$ cat config.mk
export PLATFORM = sky130hd
export DESIGN_NAME = hsfs_div
export DESIGN_NICKNAME = d
export VERILOG_FILES = /design/src/hw/rtl/hsfs_pkg.sv /design/src/hw/rtl/hsfs_div.sv
export SDC_FILE = /design/constraint.sdc
export NUM_CORES = 1
export LEC_CHECK = 0
export BUFFER_PORTS_ARGS = -buffer_cell sky130_fd_sc_hd__buf_2
export CAP_MARGIN = 5
export CORE_MARGIN = 4
export CORE_UTILIZATION = 50
export DETAILED_ROUTE_END_ITERATION = 10
export PLACE_DENSITY = 0.81
export SYNTH_ARGS = -nofsm -noshare
export SYNTH_HDL_FRONTEND = slang
export SYNTH_SLANG_ARGS = --single-unit
$ cat constraint.sdc
create_clock -name clk_i -period 4 [get_ports clk_i]
set_input_delay 0.2 -clock clk_i [delete_from_list [all_inputs] [get_ports clk_i]]
set_output_delay 0.2 -clock clk_i [all_outputs]
set_load 0.02 [all_outputs]
$ cat src/hw/rtl/hsfs_pkg.sv
package hsfs_pkg;

  localparam int NumStates  = 4;
  localparam int ValueBits  = 32;
  localparam int FracBits   = ValueBits - 2;
  localparam int IdxBits    = $clog2(NumStates);
  localparam int ProdBits   = 2 * ValueBits;
  localparam logic [ValueBits-1:0] ValMax = {ValueBits{1'b1}};

  typedef enum logic [1:0] {
    ACT_TRANS = 2'd0,
    ACT_INIT  = 2'd1,
    ACT_EMIS  = 2'd2,
    ACT_NONE  = 2'd3
  } action_e;

  typedef enum logic [2:0] {
    ST_IDLE,
    ST_MAC,
    ST_EMIS,
    ST_DIV,
    ST_OUT
  } state_e;

  // Truncate a full product to the format and saturate.
  function automatic logic [ValueBits-1:0] fix_trunc(input logic [ProdBits-1:0] p);
    logic [ProdBits-1:0] s;
    s = p >> FracBits;
    if (s > ProdBits'(ValMax)) fix_trunc = ValMax;
    else fix_trunc = s[ValueBits-1:0];
  endfunction

  function automatic logic [ValueBits-1:0] sat_add(input logic [ValueBits-1:0] a,
                                                   input logic [ValueBits-1:0] b);
    logic [ValueBits:0] s;
    s = {1'b0, a} + {1'b0, b};
    sat_add = s[ValueBits] ? ValMax : s[ValueBits-1:0];
  endfunction

endpackage

$ cat src/hw/rtl/hsfs_div.sv
// Restoring fractional divider: one quotient bit per cycle, num <= den.
module hsfs_div import hsfs_pkg::*; (
  input  logic                 clk_i,
  input  logic                 rst_ni,
  input  logic                 start_i,
  input  logic [ValueBits-1:0] num_i,
  input  logic [ValueBits-1:0] den_i,
  output logic                 done_o,
  output logic [ValueBits-1:0] quo_o
);

  localparam int CntBits = $clog2(FracBits + 2);

  logic [ValueBits:0]   rem_q;
  logic [ValueBits-1:0] den_q, quo_q;
  logic [CntBits-1:0]   cnt_q;
  logic                 busy_q;
  logic                 done_q;
  logic [ValueBits+1:0] rsh;

  assign rsh = {rem_q, 1'b0};

  always_ff @(posedge clk_i or negedge rst_ni) begin
    if (!rst_ni) begin
      busy_q <= 1'b0;
      cnt_q  <= '0;
    end else if (start_i) begin
      busy_q <= 1'b1;
      cnt_q  <= '0;
    end else if (busy_q) begin
      cnt_q <= cnt_q + 1'b1;
      if (cnt_q == CntBits'(FracBits - 1)) busy_q <= 1'b0;
    end
  end

  // Flag done once the last quotient bit has landed.
  always_ff @(posedge clk_i or negedge rst_ni) begin
    if (!rst_ni) begin
      done_q <= 1'b0;
    end else begin
      done_q <= busy_q && !start_i && (cnt_q == CntBits'(FracBits - 1));
    end
  end

  // Shift, compare, subtract.
  always_ff @(posedge clk_i) begin
    if (start_i) begin
      den_q <= den_i;
      if (num_i >= den_i && den_i != '0) begin
        rem_q <= {1'b0, num_i - den_i};
        quo_q <= ValueBits'(1);
      end else begin
        rem_q <= {1'b0, num_i};
        quo_q <= '0;
      end
    end else if (busy_q) begin
      if (rsh >= (ValueBits+2)'(den_q)) begin
        rem_q <= (ValueBits+1)'(rsh - (ValueBits+2)'(den_q));
        quo_q <= {quo_q[ValueBits-2:0], 1'b1};
      end else begin
        rem_q <= rsh[ValueBits:0];
        quo_q <= {quo_q[ValueBits-2:0], 1'b0};
      end
    end
  end

  assign done_o = done_q;
  assign quo_o  = quo_q;

endmodule

Word level (Yosys, flattened, before mapping). Index checks and enable logic that the tools add are counted.

Flip-flop bits (word level): 104. Input bits: 67. Output and inout port bits: 33. Word-level logic and storage cells: 31.

$add $sub $neg: 3. $lt $le $gt $ge: 2. Eq/ne operators: 1. Multiplexer cells: 13. Reductions and logical operators: 6.

Operators with widths (number): 33-bit 2-to-1 mux (3); 32-bit 2-to-1 mux (3); 34-bit by 32-bit >= comparator with 1-bit output (1); 33-bit by 32-bit subtractor with 33-bit output (1); 32-bit >= comparator (1); 32-bit nonzero test (1); 32-bit subtractor (1); 5-bit 2-to-1 mux (2); 5-bit by 1-bit adder with 5-bit output (second input constant) (1); 5-bit == test (second input constant) (1); 1-bit 2-to-1 mux (5); 1-bit logical AND (3); 2-bit nonzero test (1); 1-bit zero test (1).

Depth between registers and ports, before layout.
Depth after elaboration: 4. Depth in mapped cells: 14. Gate-level depth less buffers: 12.

Worst setup path before layout. OpenSTA, ideal clock, no wires.

Path kind: register to register. From: reg rem_q[1]. To: reg rem_q[32] (data pin). Library setup time: 260 ps. Arrival: 2811 ps. Required time: 3740 ps. Setup slack: 929 ps. Cell stages (with the launch flop): 12. Path buffers: 1. Clock period less this slack: 3071 ps. Cells stage by stage: edfxtp_1 ha_1 nor2b_1 o31a_1 o31ai_2 a211oi_1 or2_0 clkbuf_1 a21boi_2 o41ai_1 a311oi_1 mux2_2.

Word-level cells in the longest chain between the ends: 4. Elaborated cells between the ends (all ways): 5. Classes of those cells: add/sub (1); order compare (1); mux (3).

Ends and longest elaborated chain: start, declared (RTL line hsfs_div.sv:14) `logic [ValueBits:0] rem_q;`; start signal, assigned (RTL line hsfs_div.sv:50) `rem_q <= {1'b0, num_i - den_i};`; start signal, assigned (RTL line hsfs_div.sv:53) `rem_q <= {1'b0, num_i};`; start signal, assigned (RTL line hsfs_div.sv:58) `rem_q <= (ValueBits+1)'(rsh - (ValueBits+2)'(den_q));`; 33-bit by 32-bit subtractor with 33-bit output / 34-bit by 32-bit >= comparator with 1-bit output (equally long branches) (RTL line hsfs_div.sv:58, hsfs_div.sv:57); 33-bit 2-to-1 mux (*) (RTL line hsfs_div.sv:57) `if (rsh >= (ValueBits+2)'(den_q)) begin`; 33-bit 2-to-1 mux (*) (RTL line hsfs_div.sv:56) `end else if (busy_q) begin`; 33-bit 2-to-1 mux (*) (RTL line hsfs_div.sv:47) `if (start_i) begin`.

Mark *: on every way between the ends. The rest lies on a longest branch, timed or not. The select of a mux whose other input is x is not followed. A chain may end at the register's enable or synchronous reset.

Worst setup path after layout.
From: reg rem_q[1]. To: reg rem_q[14] (data pin).

The elaborated chain is that of the path after synthesis.

==> impl_metrics.toml <==
[placed_design]
dp_hpwl_um = 16460
placed_cells = 1203
place_ws_ns = 0.5124
portBuffers = 99
gp_congestion = 0.9212

[min_path]
min_delay_worst_endpoint = "den_q[7]$_DFFE_PP_"
hp-start = "den_i[7]"
hold_depth = 1
hp-class = "in -> reg"

[logic_synthesis]
yosys.area.top_type_share_pct = 35.26
seq_area_frac_synth_pct = 37.38
synth_edf_count = 97
postSynth.asyncResetShare_pct = 6.731
ys_ff_latch = 104
synth_area_sq_um = 8260
synthFlopType = "edfxtp_1"
synthTopCellsByCount = "a21oi_1 (97), edfxtp_1 (97), inv_1 (81)"
yosys.area.top_type = "edfxtp_1"
synthesis.nets = 1049
netlist_instances = 914
yosysWarnings = 0
synth_area_leaders = "edfxtp_1 (35%), ha_1 (10%), a21oi_1 (5.9%)"
yosysUniqueCellTypes = 71
postSynthAreaPerCell_sq_um = 9.038

[grt]
grt_max_degree = 72
grt_pass1_vias = 6570
grt_overflow = 0
antenna_found_initial = 0
grt.total_usage_pct = 22.80
grt_pass1_wl_um = 33850

[finish]
utilization_pct = 58.10
instances_no_fill = 1220
nets = 1134
area_delta_synth_final_pct = 12.94
diodes = 0
drive_gt1_share_pct = 14.54

[clock_network]
root_buffer = "clkbuf_16"
cts_resized = 0
cts.clk_slew.worst_paths_ns = 0.07
cts_sinks = 104
cts_tree = "yes"
cts_buffer_depth = 2
cts_buffers = 9
cts_max_level = 3
clkLatencyLatePin_ns = 0.35
post_cts_buffers = 0
postCtsHoldBufs = 1

[detailed_routing]
first_pass_iters = 5
postRouteAntennaNets = 0
drc = 0
vias_per_cell = 5.951
drt-initial-drc-count = 615
wirelength_um = 21130
vias = 7260
wl_per_cell_um = 17.32

[setup_path]
rr_worst_depth = 11
worstReg2RegEnd = "rem_q[14]$_DFFE_PP_"
path_max_fanout = 22
cp.arrival_ns = 3.55
cp-start-kind = "flip-flop"
required_ns = 4.06
critPathCaptureType = "flip-flop"
rrSetupSlack_ns = 0.51
r2r_start = "rem_q[1]$_DFFE_PP_"
path_class = "reg -> reg"

[timing]
finalCritPeriodShare_pct = 87.18
finalSetupTns_ns = 0
finalHoldViolations = 0
clock_skew_ns = 0.009728
min_period_ns = 3.487
fmax_ghz = 0.2868
worstMarginPinSlew_ns = 0.7965
finalSetupViolCount = 0
relSlewSlack_pct = 46.84
maxSlewViolCount = 0
timing.final.ws_setup_ns = 0.5129
rsz0062_at_grt = "no"

[power]
ir_drop_uv = 221.1
leakage_nw = 4.246
power_w = 0.005352
pwr_density_cell_nw_per_um2 = 573.6

[flow_run]
timing.max_cap.violations = 0

[die]
core_sq_um = 16060
fp-row-count = 46
die-area_sq_um = 18640
fp.dieW_um = 136.5
ios = 100
initial_core_util_pct = 51.44
die_h_um = 136.5

[run_status]
status = "finished, final reports clean"
==> critical path, cell delays in order, from the launching register on <==
cell and delay [ns]:
edfxtp_1 0.40, ha_1 0.37, nor2b_1 0.18, o31a_1 0.28, o31ai_2 0.30, a211oi_1 0.13, or2_0 0.37, a21oi_4 0.46
buf_12 0.22, nor3_1 0.06, a211oi_1 0.31, a31oi_1 0.09
==> flip-flops by register name (all words and copies together) (netlist names) <==
register	cells
rem_q	33
den_q	32
quo_o	32
cnt_q	5
busy_q	1
done_o	1
==> worst max-delay path by stage <==
| stage | from | end | slack, ns | depth (start not counted) |
|---|---|---|---|---|
| 2_1_floorplan | rem_q[1]$_DFFE_PP_ | rem_q[32]$_SDFFCE_PP0P_ | 0.93 | 11 |
| 3_3_place_gp | rem_q[1]$_DFFE_PP_ | rem_q[6]$_DFFE_PP_ | 0.70 | 11 |
| 3_5_place_dp | rem_q[1]$_DFFE_PP_ | rem_q[14]$_DFFE_PP_ | 0.51 | 11 |
| 4_1_cts | rem_q[1]$_DFFE_PP_ | rem_q[14]$_DFFE_PP_ | 0.50 | 11 |
| 5_1_grt | rem_q[20]$_DFFE_PP_ | rem_q[14]$_DFFE_PP_ | 0.10 | 11 |
| 6_report | rem_q[1]$_DFFE_PP_ | rem_q[14]$_DFFE_PP_ | 0.51 | 11 |
==> per-layer routing <==
| layer | vias to the layer above | share of wire [%] | track usage (%) | wire length [um] |
|---|---|---|---|---|
| met2 | 332 | 44 | 35.16 | 9352 |
| li1 | 3541 | - | - | - |
| met3 | 48 | 8.0 | 2.463 | 1686 |
| met1 | 3339 | 45 | 33.07 | 9471 |
| met5 | - | 0 | 0 | 0 |
| met4 | 0 | 2.9 | 8.623 | 622 |
==> cell families (layout without fill, tap and decap cells) <==
group | after synthesis | after routing | synth area share, %
AOI/OAI and AO/OA | 288 | 288 | 23.43
DFF | 104 | 104 | 37.38
xor gates and xnor gates | 43 | 43 | 4.559
buffers and inverters | 118 | 208 | 5.529
and+or+nand+nor | 280 | 280 | 16.99
muxes | 13 | 13 | 1.621
adders and majority gates | 68 | 68 | 10.48
==> layout by cell type, fill, tap and decap left out, types with 4 or more instances in the layout <==
cell,instances
a211oi_1,25
buf_4,10
edfxtp_1,97
ha_1,66
nand2_1,73
nor4_1,9
nand4_1,19
o21a_1,20
mux2i_1,10
xnor2_1,21
or2_2,7
nor2b_1,39
a21o_1,28
o21bai_1,8
dfrtp_1,7
o31a_1,7
a21oi_1,97
o211ai_1,14
o21ai_0,32
and2_1,4
clkbuf_16,9
a31oi_1,8
o211a_1,5
xor2_1,22
and4_1,6
nand2b_1,9
and3_1,9
inv_1,81
buf_2,98
nor3_1,21
nor2_1,63
nand3_1,8
or3_1,6
==> where the power goes <==
group          switching [W]  internal, W
logic                0.00162      0.00115
clock network       0.000387     0.000613
registers           0.000124      0.00146
==> layout make-up <==
class	instances	area, sq um
multi-input combinational	692	4723
sequential	104	3088
inverter	82	307.8
clock inverter	7	118.9
clock buffer	9	225.2
timing repair buffer	110	595.6
fill	1391	6729
tap	216	270.3
==> per-stage QoR <==
stage	area, sq um	hold slack [ns]
floorplan	8260	-0.09559
global placement	8975	0.03964
detailed placement	8975	0.04188
CTS	9329	0.04876
global route	9329	0.05501
finish	9329	0.06401
Power figures use the tool's default switching activity.
